`src/hw/rtl/atbs_pkg.sv`:
```
// shared types, constants and the burst toggle table for the alarm sequencer
// no dependencies; every other file of the block imports this package
package atbs_pkg;

  localparam int PATTERN_POINTS_DEF = 21;
  localparam int LED_CHANNELS_DEF   = 5;

  // led flag channels carried by one tick: fio2 high/low, paw high/low, mute
  localparam int LED_FLAG_W   = 5;
  localparam int TONE_TICK_W  = 8;
  localparam int TONE_IDX_W   = 5;
  localparam int BLINK_TICK_W = 8;
  localparam int BLINK_PH_W   = 2;
  localparam int MUTE_W       = 10;
  localparam int CFG_IDX_W    = 2;
  localparam int CFG_DATA_W   = 10;

  localparam logic [BLINK_TICK_W-1:0] BLINK_HALF_RST = 8'd5;
  localparam logic [MUTE_W-1:0]       MUTE_TICKS_RST = 10'd600;
  // buzzer forced off at the point after which the tick count reaches this
  localparam int                      TONE_OFF_COUNT = 225;

  typedef enum logic [CFG_IDX_W-1:0] {
    CFG_BLINK_HALF_PERIOD = 2'd0,
    CFG_MUTE_TICKS        = 2'd1
  } cfg_idx_t;

  typedef struct packed {
    logic selftest_active;
    logic oxygen_cell_error;
    logic startup_done;
    logic calibrating;
    logic shutting_down;
    logic fio2_high;
    logic fio2_low;
    logic paw_high;
    logic paw_low;
    logic battery_red;
    logic mute_request;
  } in_t;

  typedef struct packed {
    logic buzzer;
    logic led_fio2_high;
    logic led_fio2_low;
    logic led_paw_high;
    logic led_paw_low;
    logic led_mute;
    logic muted;
    logic mute_expired;
  } out_t;

  // gating decision for one tick
  typedef struct packed {
    logic tone_open;
    logic muted;
    logic load_blink;
    logic shutdown;
  } gate_t;

  // 3+2 high-priority burst toggle points, undefined points read 255
  function automatic logic [TONE_TICK_W-1:0] tone_point(input logic [TONE_IDX_W-1:0] idx);
    logic [TONE_TICK_W-1:0] p;
    case (idx)
      5'd0:    p = 8'd0;
      5'd1:    p = 8'd4;
      5'd2:    p = 8'd6;
      5'd3:    p = 8'd10;
      5'd4:    p = 8'd12;
      5'd5:    p = 8'd16;
      5'd6:    p = 8'd22;
      5'd7:    p = 8'd26;
      5'd8:    p = 8'd28;
      5'd9:    p = 8'd32;
      5'd10:   p = 8'd52;
      5'd11:   p = 8'd56;
      5'd12:   p = 8'd58;
      5'd13:   p = 8'd62;
      5'd14:   p = 8'd64;
      5'd15:   p = 8'd68;
      5'd16:   p = 8'd74;
      5'd17:   p = 8'd78;
      5'd18:   p = 8'd80;
      5'd19:   p = 8'd84;
      5'd20:   p = 8'd224;
      default: p = 8'd255;
    endcase
    return p;
  endfunction

endpackage

```
`src/hw/rtl/atbs_gate.sv`:
```
// alarm gating: self test, startup, calibration, fault and shutdown qualify the tick
// depends on atbs_pkg
module atbs_gate (
  input  atbs_pkg::in_t                       tick_i,
  output atbs_pkg::gate_t                     gate_o,
  output logic [atbs_pkg::LED_FLAG_W-1:0]     flags_o
);
  import atbs_pkg::*;

  logic normal;

  assign normal  = !tick_i.oxygen_cell_error && tick_i.startup_done &&
                   !tick_i.calibrating && !tick_i.shutting_down;
  // outside normal operation every led arming is dropped
  assign flags_o = normal ? {tick_i.mute_request, tick_i.paw_low, tick_i.paw_high,
                             tick_i.fio2_low, tick_i.fio2_high} : '0;

  always_comb begin
    gate_o.shutdown = tick_i.shutting_down;
    if (tick_i.selftest_active) begin
      // self test leaves led arming alone
      gate_o.tone_open  = 1'b1;
      gate_o.muted      = 1'b0;
      gate_o.load_blink = 1'b0;
    end else if (normal) begin
      gate_o.tone_open  = tick_i.fio2_high || tick_i.fio2_low || tick_i.paw_high ||
                          tick_i.paw_low || tick_i.battery_red;
      gate_o.muted      = tick_i.mute_request;
      gate_o.load_blink = 1'b1;
    end else begin
      gate_o.tone_open  = 1'b0;
      gate_o.muted      = 1'b1;
      gate_o.load_blink = 1'b1;
    end
  end

endmodule

```
`src/hw/rtl/atbs_tone.sv`:
```
// buzzer burst player: walks the toggle table once per tick, mute abandons the burst
// depends on atbs_pkg
module atbs_tone #(
  parameter int PATTERN_POINTS = atbs_pkg::PATTERN_POINTS_DEF
) (
  input  logic            clk,
  input  logic            rst_n,
  input  logic            step_i,
  input  atbs_pkg::gate_t gate_i,
  output logic            buzzer_o
);
  import atbs_pkg::*;

  localparam logic [TONE_IDX_W:0] PTS = (TONE_IDX_W+1)'(PATTERN_POINTS);
  localparam logic [TONE_TICK_W-1:0] OFF_POINT = TONE_TICK_W'(TONE_OFF_COUNT - 1);

  logic                   running_r, running_nxt;
  logic [TONE_TICK_W-1:0] tick_r, tick_nxt;
  logic [TONE_IDX_W-1:0]  index_r, index_nxt;
  logic                   level_r, level_nxt;
  logic [TONE_IDX_W:0]    idx_inc;

  always_comb begin
    running_nxt = running_r;
    tick_nxt    = tick_r;
    index_nxt   = index_r;
    level_nxt   = level_r;
    idx_inc     = {1'b0, index_r} + 1'b1;
    if (!running_r && gate_i.tone_open) begin
      running_nxt = 1'b1;
      tick_nxt    = '0;
      index_nxt   = '0;
      level_nxt   = 1'b0;
      idx_inc     = (TONE_IDX_W+1)'(1);
    end
    if (running_nxt) begin
      if (gate_i.muted) begin
        level_nxt   = 1'b0;
        running_nxt = 1'b0;
      end else if ({1'b0, index_nxt} >= PTS) begin
        running_nxt = 1'b0;
      end else begin
        tick_nxt = tick_nxt + 1'b1;
        if ((tick_nxt - 1'b1) == tone_point(index_nxt)) begin
          level_nxt = ((tick_nxt - 1'b1) == OFF_POINT) ? 1'b0 : !level_nxt;
          index_nxt = idx_inc[TONE_IDX_W-1:0];
          if (idx_inc >= PTS) begin
            running_nxt = 1'b0;
          end
        end
      end
    end
  end

  always_ff @(posedge clk) begin
    if (!rst_n) begin
      running_r <= 1'b0;
      tick_r    <= '0;
      index_r   <= '0;
      level_r   <= 1'b0;
    end else if (step_i) begin
      running_r <= running_nxt;
      tick_r    <= tick_nxt;
      index_r   <= index_nxt;
      level_r   <= level_nxt;
    end
  end

  assign buzzer_o = level_nxt;

endmodule

```
`src/hw/rtl/atbs_blink.sv`:
```
// led blinkers: each armed channel gives one on/off cycle with a programmable half period
// depends on atbs_pkg
module atbs_blink #(
  parameter int LED_CHANNELS = atbs_pkg::LED_CHANNELS_DEF
) (
  input  logic                              clk,
  input  logic                              rst_n,
  input  logic                              step_i,
  input  atbs_pkg::gate_t                   gate_i,
  input  logic [atbs_pkg::LED_FLAG_W-1:0]   flags_i,
  input  logic [atbs_pkg::BLINK_TICK_W-1:0] half_period_i,
  output logic [atbs_pkg::LED_FLAG_W-1:0]   leds_o
);
  import atbs_pkg::*;

  localparam int EXT_W = (LED_CHANNELS > LED_FLAG_W) ? LED_CHANNELS : LED_FLAG_W;

  logic                    open_r    [LED_CHANNELS];
  logic                    open_nxt  [LED_CHANNELS];
  logic                    run_r     [LED_CHANNELS];
  logic                    run_nxt   [LED_CHANNELS];
  logic [BLINK_TICK_W-1:0] tick_r    [LED_CHANNELS];
  logic [BLINK_TICK_W-1:0] tick_nxt  [LED_CHANNELS];
  logic [BLINK_PH_W-1:0]   phase_r   [LED_CHANNELS];
  logic [BLINK_PH_W-1:0]   phase_nxt [LED_CHANNELS];
  logic                    status_r  [LED_CHANNELS];
  logic                    status_nxt[LED_CHANNELS];
  logic [LED_CHANNELS-1:0] pin_r, pin_nxt;
  logic [EXT_W-1:0]        flag_ext, pin_ext;
  logic                    any_run;
  logic                    open_v, start;

  assign flag_ext = EXT_W'(flags_i);

  always_comb begin
    any_run = 1'b0;
    pin_nxt = pin_r;
    open_v  = 1'b0;
    start   = 1'b0;
    for (int ch = 0; ch < LED_CHANNELS; ch++) begin
      open_v         = gate_i.load_blink ? flag_ext[ch] : open_r[ch];
      start          = !run_r[ch] && open_v;
      open_nxt[ch]   = start ? 1'b0 : open_v;
      run_nxt[ch]    = run_r[ch] || start;
      tick_nxt[ch]   = start ? '0 : tick_r[ch];
      phase_nxt[ch]  = start ? '0 : phase_r[ch];
      status_nxt[ch] = start ? 1'b0 : status_r[ch];
      any_run        = any_run || run_nxt[ch];
      // shutdown freezes running blinkers
      if (run_nxt[ch] && !gate_i.shutdown) begin
        if (tick_nxt[ch] == half_period_i) begin
          tick_nxt[ch]   = '0;
          status_nxt[ch] = !status_nxt[ch];
          pin_nxt[ch]    = status_nxt[ch];
          phase_nxt[ch]  = phase_nxt[ch] + 1'b1;
          if (phase_nxt[ch][BLINK_PH_W-1]) begin
            run_nxt[ch] = 1'b0;
          end
        end else begin
          tick_nxt[ch] = tick_nxt[ch] + 1'b1;
        end
      end
    end
    // both fio2 pins go dark while any blinker is frozen by shutdown
    for (int ch = 0; ch < LED_CHANNELS; ch++) begin
      if (gate_i.shutdown && any_run && ch < 2) begin
        pin_nxt[ch] = 1'b0;
      end
    end
  end

  always_ff @(posedge clk) begin
    if (!rst_n) begin
      pin_r <= '0;
      for (int ch = 0; ch < LED_CHANNELS; ch++) begin
        open_r[ch]   <= 1'b0;
        run_r[ch]    <= 1'b0;
        tick_r[ch]   <= '0;
        phase_r[ch]  <= '0;
        status_r[ch] <= 1'b0;
      end
    end else if (step_i) begin
      pin_r <= pin_nxt;
      for (int ch = 0; ch < LED_CHANNELS; ch++) begin
        open_r[ch]   <= open_nxt[ch];
        run_r[ch]    <= run_nxt[ch];
        tick_r[ch]   <= tick_nxt[ch];
        phase_r[ch]  <= phase_nxt[ch];
        status_r[ch] <= status_nxt[ch];
      end
    end
  end

  // absent channels read 0
  assign pin_ext = EXT_W'(pin_nxt);
  assign leds_o  = pin_ext[LED_FLAG_W-1:0];

endmodule

```
`src/hw/rtl/atbs_mute.sv`:
```
// mute timeout: counts down while sound is disabled, pulses expiry and reloads at zero
// depends on atbs_pkg
module atbs_mute (
  input  logic                        clk,
  input  logic                        rst_n,
  input  logic                        step_i,
  input  logic                        muted_i,
  input  logic [atbs_pkg::MUTE_W-1:0] mute_ticks_i,
  output logic                        expired_o
);
  import atbs_pkg::*;

  logic [MUTE_W-1:0] count_r, count_nxt;

  always_comb begin
    expired_o = 1'b0;
    if (!muted_i) begin
      count_nxt = mute_ticks_i;
    end else if (count_r != '0) begin
      count_nxt = count_r - 1'b1;
    end else begin
      expired_o = 1'b1;
      count_nxt = mute_ticks_i;
    end
  end

  always_ff @(posedge clk) begin
    if (!rst_n) begin
      count_r <= MUTE_TICKS_RST;
    end else if (step_i) begin
      count_r <= count_nxt;
    end
  end

endmodule

```
`src/hw/rtl/alarm_tone_and_blink_sequencer_unit.sv`:
```
// high-priority alarm sequencer: one 50 ms tick in, one buzzer/led/mute result out
// the input register and the result register lie between input transfer and result
// transfer; throughput one tick per cycle while out_stall does not hold the result,
// set by the input register and result register around one pass of gating logic
// synchronous active-low reset clears all sequencer state, the mute countdown to 600
// and the registers to blink_half_period 5, mute_ticks 600; no warm-up after reset
// depends on atbs_pkg, atbs_gate, atbs_tone, atbs_blink, atbs_mute
module alarm_tone_and_blink_sequencer_unit #(
  parameter int PATTERN_POINTS = atbs_pkg::PATTERN_POINTS_DEF,
  parameter int LED_CHANNELS   = atbs_pkg::LED_CHANNELS_DEF
) (
  input  logic                            clk,
  input  logic                            rst_n,
  input  logic                            in_valid,
  output logic                            in_stall,
  input  atbs_pkg::in_t                   in_data,
  output logic                            out_valid,
  input  logic                            out_stall,
  output atbs_pkg::out_t                  out_data,
  input  logic                            cfg_valid,
  output logic                            cfg_ready,
  input  logic [atbs_pkg::CFG_IDX_W-1:0]  cfg_index,
  input  logic [atbs_pkg::CFG_DATA_W-1:0] cfg_data
);
  import atbs_pkg::*;

  logic                    in_valid_r;
  in_t                     in_data_r;
  logic                    out_valid_r;
  out_t                    out_data_r;
  logic [BLINK_TICK_W-1:0] blink_half_r;
  logic [MUTE_W-1:0]       mute_ticks_r;
  logic                    advance, step;
  gate_t                   gate;
  logic [LED_FLAG_W-1:0]   flags;
  logic [LED_FLAG_W-1:0]   leds;
  logic                    buzzer, expired;
  out_t                    result;

  assign advance   = !(out_valid_r && out_stall);
  assign step      = in_valid_r && advance;
  assign in_stall  = in_valid_r && !advance;
  assign cfg_ready = 1'b1;

  always_ff @(posedge clk) begin
    if (!rst_n) begin
      blink_half_r <= BLINK_HALF_RST;
      mute_ticks_r <= MUTE_TICKS_RST;
    end else if (cfg_valid && cfg_ready) begin
      case (cfg_idx_t'(cfg_index))
        CFG_BLINK_HALF_PERIOD: blink_half_r <= cfg_data[BLINK_TICK_W-1:0];
        CFG_MUTE_TICKS:        mute_ticks_r <= cfg_data[MUTE_W-1:0];
        default: ;
      endcase
    end
  end

  // input register takes a transfer whenever it is empty or moving on
  always_ff @(posedge clk) begin
    if (!rst_n) begin
      in_valid_r <= 1'b0;
    end else if (in_valid && !in_stall) begin
      in_valid_r <= 1'b1;
    end else if (step) begin
      in_valid_r <= 1'b0;
    end
  end

  always_ff @(posedge clk) begin
    if (in_valid && !in_stall) begin
      in_data_r <= in_data;
    end
  end

  atbs_gate u_gate (
    .tick_i  (in_data_r),
    .gate_o  (gate),
    .flags_o (flags)
  );

  atbs_tone #(
    .PATTERN_POINTS (PATTERN_POINTS)
  ) u_tone (
    .clk      (clk),
    .rst_n    (rst_n),
    .step_i   (step),
    .gate_i   (gate),
    .buzzer_o (buzzer)
  );

  atbs_blink #(
    .LED_CHANNELS (LED_CHANNELS)
  ) u_blink (
    .clk           (clk),
    .rst_n         (rst_n),
    .step_i        (step),
    .gate_i        (gate),
    .flags_i       (flags),
    .half_period_i (blink_half_r),
    .leds_o        (leds)
  );

  atbs_mute u_mute (
    .clk          (clk),
    .rst_n        (rst_n),
    .step_i       (step),
    .muted_i      (gate.muted),
    .mute_ticks_i (mute_ticks_r),
    .expired_o    (expired)
  );

  always_comb begin
    result.buzzer        = buzzer;
    result.led_fio2_high = leds[0];
    result.led_fio2_low  = leds[1];
    result.led_paw_high  = leds[2];
    result.led_paw_low   = leds[3];
    result.led_mute      = leds[4];
    result.muted         = gate.muted;
    result.mute_expired  = expired;
  end

  always_ff @(posedge clk) begin
    if (!rst_n) begin
      out_valid_r <= 1'b0;
    end else if (advance) begin
      out_valid_r <= step;
    end
  end

  always_ff @(posedge clk) begin
    if (step) begin
      out_data_r <= result;
    end
  end

  assign out_valid = out_valid_r;
  assign out_data  = out_data_r;

  // an expiry pulse only comes while sound is disabled
  a_expired_muted: assert property (@(posedge clk) disable iff (!rst_n)
    out_valid_r && out_data_r.mute_expired |-> out_data_r.muted)
    else $error("mute expiry without mute");

  // input side only backs up behind a stalled result
  a_stall_cause: assert property (@(posedge clk) disable iff (!rst_n)
    in_stall |-> out_valid_r && out_stall)
    else $error("input stalled without a waiting result");

  // every processed tick shows up as a result on the next cycle
  a_step_result: assert property (@(posedge clk) disable iff (!rst_n)
    step |=> out_valid_r)
    else $error("processed tick lost its result");

endmodule
```
`config.mk`:
```
export PLATFORM = sky130hd
export DESIGN_NAME = alarm_tone_and_blink_sequencer_unit
export DESIGN_NICKNAME = d
export VERILOG_FILES = /design/src/hw/rtl/atbs_pkg.sv /design/src/hw/rtl/atbs_gate.sv /design/src/hw/rtl/atbs_tone.sv /design/src/hw/rtl/atbs_blink.sv /design/src/hw/rtl/atbs_mute.sv /design/src/hw/rtl/alarm_tone_and_blink_sequencer_unit.sv
export SDC_FILE = /design/constraint.sdc
export NUM_CORES = 1
export LEC_CHECK = 0
export BUFFER_PORTS_ARGS = -buffer_cell sky130_fd_sc_hd__buf_2
export CAP_MARGIN = 25
export CORE_AREA = 4 4 122 124
export DETAILED_ROUTE_END_ITERATION = 8
export DIE_AREA = 0 0 126 128
export PLACE_DENSITY = 0.82
export SKIP_LAST_GASP = 1
export SYNTH_ARGS = -nofsm -noshare
export SYNTH_HDL_FRONTEND = slang
export SYNTH_SLANG_ARGS = --single-unit
```
`constraint.sdc`:
```
create_clock -name clk -period 11 [get_ports clk]
set_clock_uncertainty 0.15 [all_clocks]
set_input_delay 0.55 -clock clk [delete_from_list [all_inputs] [get_ports clk]]
set_output_delay 0.55 -clock clk [all_outputs]
set_load 0.01 [all_outputs]
```
## After elaboration in Yosys (flattened, before gate mapping)

Memory sizes are Yosys's and may differ from the RTL's.
Cells that the tools add are included.

- Flip-flop bits (word level): 69
- Memory bits (writable): 65
- ROM bits: 256
- Input port bits: 28
- Output and inout bits: 11
- Logic and storage cells: 282
- Memories: 6

- Add/sub/neg operators: 14
- $lt $le $gt $ge: 2
- Eq/ne operators: 8
- Multiplexer cells: 144
- Bitwise operators: 25
- Reduce and logical (&&, ||, !) cells: 54

Memory list:

| memory | depth | bits a word | rd ports | clocked after Yosys merged registers in | write ports | line | source |
|---|---|---|---|---|---|---|---|
| (name not given) | 32 | 8 | 1 | 0 | 0 | atbs_pkg.sv:64 | `case (idx)` |
| u_blink.tick_r | 5 | 8 | 5 | 0 | 5 | atbs_blink.sv:22 | `logic [BLINK_TICK_W-1:0] tick_r [LED_CHANNELS];` |
| u_blink.phase_r | 5 | 2 | 5 | 0 | 5 | atbs_blink.sv:24 | `logic [BLINK_PH_W-1:0] phase_r [LED_CHANNELS];` |
| u_blink.open_r | 5 | 1 | 5 | 0 | 5 | atbs_blink.sv:18 | `logic open_r [LED_CHANNELS];` |
| u_blink.run_r | 5 | 1 | 5 | 0 | 5 | atbs_blink.sv:20 | `logic run_r [LED_CHANNELS];` |
| u_blink.status_r | 5 | 1 | 5 | 0 | 5 | atbs_blink.sv:26 | `logic status_r [LED_CHANNELS];` |

Operators by type and width:

| cell | number |
|---|---|
| 2-to-1 mux 8 bit | 27 |
| 2-to-1 mux 1 bit | 86 |
| adder 8 x 1 -> 8 bit (second input constant) | 6 |
| equality test 8 bit | 6 |
| 2-to-1 mux 2 bit | 20 |
| 2-to-1 mux 5 bit | 6 |
| OR 1 bit | 25 |
| 2-to-1 mux 10 bit | 2 |
| logical AND 1 bit | 19 |
| logical NOT 1 bit | 17 |
| logical OR 1 bit | 13 |
| adder 2 x 1 -> 2 bit (second input constant) | 5 |
| nonzero test 10 bit | 1 |
| subtractor 10 x 1 -> 10 bit (second input constant) | 1 |
| equality test 8 bit (second input constant) | 1 |
| subtractor 8 x 1 -> 8 bit (second input constant) | 1 |
| adder 5 x 1 -> 6 bit (second input constant) | 1 |
| >= comparator 6 x 5 -> 1 bit (second input constant) | 1 |
| 2-to-1 mux 3 bit | 2 |
| 2-to-1 mux 6 bit | 1 |
| >= comparator 5 bit (second input constant) | 1 |
| AND reduction 2 bit | 2 |
| equality test 2 x 1 -> 1 bit (second input constant) | 1 |
| logical NOT 2 bit | 1 |
| nonzero test 2 bit | 1 |

## Longest topological paths before layout

- Word-level depth: 17
- Mapped depth: 16
- Mapped depth without buffers: 13

## Hierarchy

A second synthesis with hierarchy kept.

- Cell total of the unflattened synthesis: 916
- Area total of the unflattened synthesis: 8499.4 µm²

Modules (own cells, without submodules):

| module | instances | cells an instance | area each (µm²) | sequential area each (µm²) |
|---|---|---|---|---|
| atbs_blink | 1 | 466 | 4534.3 | 2052.0 |
| atbs_tone | 1 | 250 | 1750.4 | 300.3 |
| alarm_tone_and_blink_sequencer_unit | 1 | 105 | 1402.6 | 970.9 |
| atbs_mute | 1 | 82 | 711.9 | 200.2 |
| atbs_gate | 1 | 13 | 100.1 | 0.0 |

## Worst setup path before layout

Ideal clock, no wire load.

- Path type: register to register
- Start: register in_data_r[2] (netlist name)
- End: register u_tone.index_r[4]
- Library setup time: 122 ps
- Arrival time: 3900 ps
- Required time: 10728 ps
- Path slack: 6828 ps
- Stages on the path, launching flop included: 13
- Buffers on the path: 1
- Clock period less this slack: 4172 ps
- Path through: edfxtp_1 -> or4_1 -> o221ai_2 -> clkbuf_1 -> nand2_1 -> ha_1 -> o21ai_0 -> mux2_2 -> or4b_2 -> o2111ai_1 -> a21oi_1 -> and3_1 -> a221o_1

- Longest elaborated chain between the ends: 15
- Elaborated cells between the ends (all ways): 21
- Classes of those cells: add/sub: 2; order compare: 1; eq/ne: 1; mux: 13; reduce/logical: 3; memory: 1

RTL lines:

| element | line | source |
|---|---|---|
| start, declared | alarm_tone_and_blink_sequencer_unit.sv:28 | `in_t in_data_r;` |
| start signal, assigned | alarm_tone_and_blink_sequencer_unit.sv:71 | `in_data_r <= in_data;` |
| logical OR 1 bit (*) | atbs_gate.sv:26 | `gate_o.tone_open = tick_i.fio2_high \|\| tick_i.fio2_low \|\| tick_i.paw_high \|\|` |
| logical OR 1 bit (*) | atbs_gate.sv:27 | `tick_i.paw_low \|\| tick_i.battery_red;` |
| 2-to-1 mux 3 bit (*) | atbs_gate.sv:25 | `end else if (normal) begin` |
| 2-to-1 mux 3 bit (*) | atbs_gate.sv:20 | `if (tick_i.selftest_active) begin` |
| logical AND 1 bit (*) | atbs_tone.sv:29 | `if (!running_r && gate_i.tone_open) begin` |
| branches (longest 9 deep; another with adder 8 x 1 -> 8 bit) | -- |  |
| 2-to-1 mux 5 bit (*) | atbs_tone.sv:36 | `if (running_nxt) begin` |
| end signal, assigned | atbs_tone.sv:64 | `index_r <= index_nxt;` |
| end, declared | atbs_tone.sv:19 | `logic [TONE_IDX_W-1:0] index_r, index_nxt;` |

Every way passes the cells marked *. The select of a mux whose other input is x is not followed.
A chain may end at the register's enable or synchronous reset.

## Worst setup path after layout

- Start: register in_data_r[4] (netlist name)
- End: register out_data_r, in the netlist out_data[7], data pin

- Longest elaborated chain between the ends: 17
- Elaborated cells between the ends (all ways): 26
- Classes of those cells: add/sub: 2; order compare: 1; eq/ne: 2; mux: 14; reduce/logical: 6; memory: 1

RTL lines:

| element | line | source |
|---|---|---|
| logical OR 1 bit (*) (3 in series) | atbs_gate.sv:26 |  |
| logical OR 1 bit (*) | atbs_gate.sv:27 |  |
| 2-to-1 mux 3 bit (*) | atbs_gate.sv:25 |  |
| 2-to-1 mux 3 bit (*) | atbs_gate.sv:20 |  |
| logical AND 1 bit (*) | atbs_tone.sv:29 |  |
| branches (longest 9 deep; another with adder 8 x 1 -> 8 bit) | -- |  |
| 2-to-1 mux 1 bit (*) | atbs_tone.sv:36 |  |
| net buzzer | alarm_tone_and_blink_sequencer_unit.sv:37 | `logic buzzer, expired;` |
| end signal, assigned | alarm_tone_and_blink_sequencer_unit.sv:133 | `out_data_r <= result;` |
| end, declared | alarm_tone_and_blink_sequencer_unit.sv:30 | `out_t out_data_r;` |

Mark *: on every way through the listed nets, which the timed path passes. The select of a mux whose other input is x is not followed.

==> impl_results.md <==
* Die width at 126 µm
* Setup Buffers After CTS at 0
* H-tree depth at 4
* Final ANT Viol Nets at 0
* Core Rows at 43
* WHS Endpoint: in_data_r[6]
* Main synth FF type: edfxtp_1
* Cts repair resizes at 0
* Hold Slack at 0.1429 ns
* Initial Util at 0.6390
* Number of fill cells at 1063
* Cell area after synthesis at 8801 µm²
* Ranking of synthesized cells by area: edfxtp_1, dfxtp_1, nand2_1
* Hold path startpoint: in_data[6]
* Synth Instances at 1023
* GRT Total Usage at 0.2695
* Number of CTS-inserted buffers at 17
* Relative slew margins at 0.3412
* Skew-Pair Late Insertion Delay at 0.43 ns
* Largest net degree at the start of global routing at 54
* Ports at 39
* Sequential Area at 3523 µm²
* Final setup fails at 0
* Die area at 16130 µm²
* Clk sinks at 134
* Critical Path RT at 11.03 ns
* Sequential share of power at 0.456
* Post-Syn Nets at 1066
* Pleak at 0.003419 µW
* Vias in the first global route at 7125
* Clock buffer depth at 2
* Hold path depth at 1
* Pwr per Cell Area at 135.3 nW/µm²
* Total number of vias at 7786
* Hold_buf cts at 0
* CP Capture Type: flop
* Post-synth EDFFs at 84
* First-pass GRT wire length at 35620 µm
* Detailed placement HPWL at 14160 µm
* Final Cycle Share at 0.4389
* Core ar. at 13770 µm²
* Adder-Cell Fraction of Synth Area at 0.02132
* Final worst setup slack at 6.172 ns
* DRC at 0
* Via density at 6.408
* Die Y at 128 µm
* Synth Area in Simple Gates at 0.2620
* Synth top area share at 0.2866
* CTS tree: yes
* Clock share of power at 0.435
* Critical path class: reg -> reg
* Nets at 1065
* Reg-to-Reg End: out_data[7]
* RSZ-0062 raised after global routing: no
* I/O Buffers at 37
* Peak VDD IR at 0.1191 mV
* P_sw at 344.1 µW
* Grt total ovfl at 0
* Area of the multi-input gates at 4890 µm²
* CP max FO at 18
* Startpoint Class: flop
* Share of layout cells above drive strength 1 at 0.1005
* Fin crit period at 4.828 ns
* Worst Max-Slew Pin Slew at 0.9828 ns
* XOR/XNOR Fraction of Synth Area at 0.08416
* Post-Route WL at 21600 µm
* Max Cap Viol at 0
* Root Driver: clkbuf_16
* CTS clk-pin slew, worst paths at 0.06 ns
* Hold Violations, Final at 0
* RR Startpoint: in_data_r[4]
* Setup TNS at 0 ns
* Ant diodes at 0
* FFs w/ async S/R, synth at 0
* Highest clock rate at 207.1 MHz
* Ys Warns at 0
* Sequential area share after synthesis at 0.4003
* Routed len/inst at 17.78 µm
* Fin. max-slew vios at 0
* #FFs+latches synth at 134
* Area Overhead vs Synth at 9.184%
* Count of cell types in the netlist at 87
* Reg2reg path depth at 14
* Syn avg cell area at 8.603 µm²
* Worst reg2reg setup slack at 6.17 ns
* TritonRoute pass-1 iters at 6
* Main combinational cell family by area after synthesis: simple AND/OR/NAND/NOR gates
* Pre-CTS setup slack at 6.354 ns
* Worst Hold Class: in -> reg
* Status: finished, final reports clean
* Yosys top cell by area: edfxtp_1
* Initial DRC Count at 833
* Switch share at 0.2646
* Multiplexer share of the synthesized area at 0.02104
* Int Power at 956.2 µW
* Post-synthesis compound-gate area fraction at 0.1666
* Critical path arrival at 4.85 ns
* Gate power share at 0.109
* Initial antenna violation count at 0
* Final RePlAce weighted congestion at 0.9568
==> logic make-up after synthesis <==
| group | count (synthesis) |
|---|---|
| other cells | 1 |
| flops | 134 |
| buf+inv | 97 |
| simple gates | 462 |
| compound gates | 213 |
| xor+xnor | 83 |
| mux | 18 |
| fa+ha+maj | 15 |
==> area by class of cell <==
cell class,instances,area share
multi-input cells,792,0.5089
flip-flops and latches,134,0.3667
clock buffers,24,0.05560
repair buffers,48,0.02786
well taps,180,0.02344
inverters,29,0.01133
clock inverters,8,0.006250
==> flip-flops by register name, summed over array words and instances, names as in the netlist, 5 cells and up <==
name and count:
blink_half_r 8, in_data_r 11, mute_ticks_r 10, out_data 8
u_blink.open_r 5, u_blink.phase_r 10, u_blink.pin_r 5, u_blink.run_r 5
u_blink.status_r 5, u_blink.tick_r 40, u_mute.count_r 10, u_tone.index_r 5
u_tone.tick_r 8
==> how the worst max path moves through the flow <==
stage	slack (ns)	startpoint	endpoint	depth (start not counted)
floorplan	6.83	in_data_r[2]	u_tone.index_r[4]	12
global placement	6.51	in_data_r[6]	out_data[7]	15
detailed placement	6.35	in_data_r[4]	out_data[7]	14
CTS	6.29	in_data_r[4]	out_data[7]	14
global route	5.82	in_data_r[4]	u_tone.level_r	14
finish	6.17	in_data_r[4]	out_data[7]	14
==> cell usage in the layout, fill, tap and decap left out, drive strengths merged, types with 13 or more instances in the layout <==
cell and instances:
dfxtp 50, ha 15, nand3 49, nor2 96, and2 21, o21ai 48
xnor2 48, nor3 46, a22oi 18, buf 48, edfxtp 84, o22ai 24
a21boi 13, a21oi 26, clkbuf 24, nand2 128, xor2 34, and3 21
mux2i 14, a31oi 19, inv 31, nor2b 23, nor4 14
==> power groups by stage <==
stage	logic, µW	clock network, µW	registers [µW]
3_3_place_gp	134	0	601
4_1_cts	140	567	592
2_1_floorplan	110	0	588
6_report	141	566	593
3_5_place_dp	137	0	601
5_1_grt	157	587	596
==> worst max-delay path, stage by stage (launching register included) <==
cell	delay [ns]
edfxtp_1	0.41
or4_1	0.61
o221ai_2	0.16
buf_4	0.26
nand2_1	0.11
inv_1	0.12
ha_1	0.47
nand2_1	0.11
nor3_1	0.38
xnor3_1	0.44
nor3_1	0.20
o221ai_1	0.18
a211oi_2	0.63
and3_1	0.29
nor2_1	0.06
==> metrics by stage <==
stage | cells | power (µW) | util | cell area [µm²]
global route | 1215 | 1340 | 0.6977 | 9609
floorplan | 1023 | 698.1 | - | 8801
finish | 1215 | 1300 | 0.6977 | 9609
detailed placement | 1182 | 738.7 | 0.6540 | 9007
global placement | 1182 | 735.2 | 0.6540 | 9007
CTS | 1214 | 1298 | 0.6971 | 9602
==> metal layers <==
layer,share of wire,wire (µm),vias to the layer above,global-route usage
li1,-,-,3710,-
met1,0.43,9344,3634,0.3734
met2,0.46,9860,375,0.4163
met3,0.084,1805,67,0.05417
met4,0.027,589,0,0.1104
met5,0,0,-,0
==> Yosys cell counts (all sizes together) (15+ instances only) <==
library cell,count
nand2,128
o22ai,24
clkbuf,48
edfxtp,84
a22oi,18
a21oi,26
nor3,46
ha,15
and3,21
nor2b,23
nor2,96
inv,29
o21ai,48
and2,21
xor2,34
nand3,49
a31oi,19
dfxtp,50
xnor2,48
buf,20
Power figures use the tool's default switching activity.
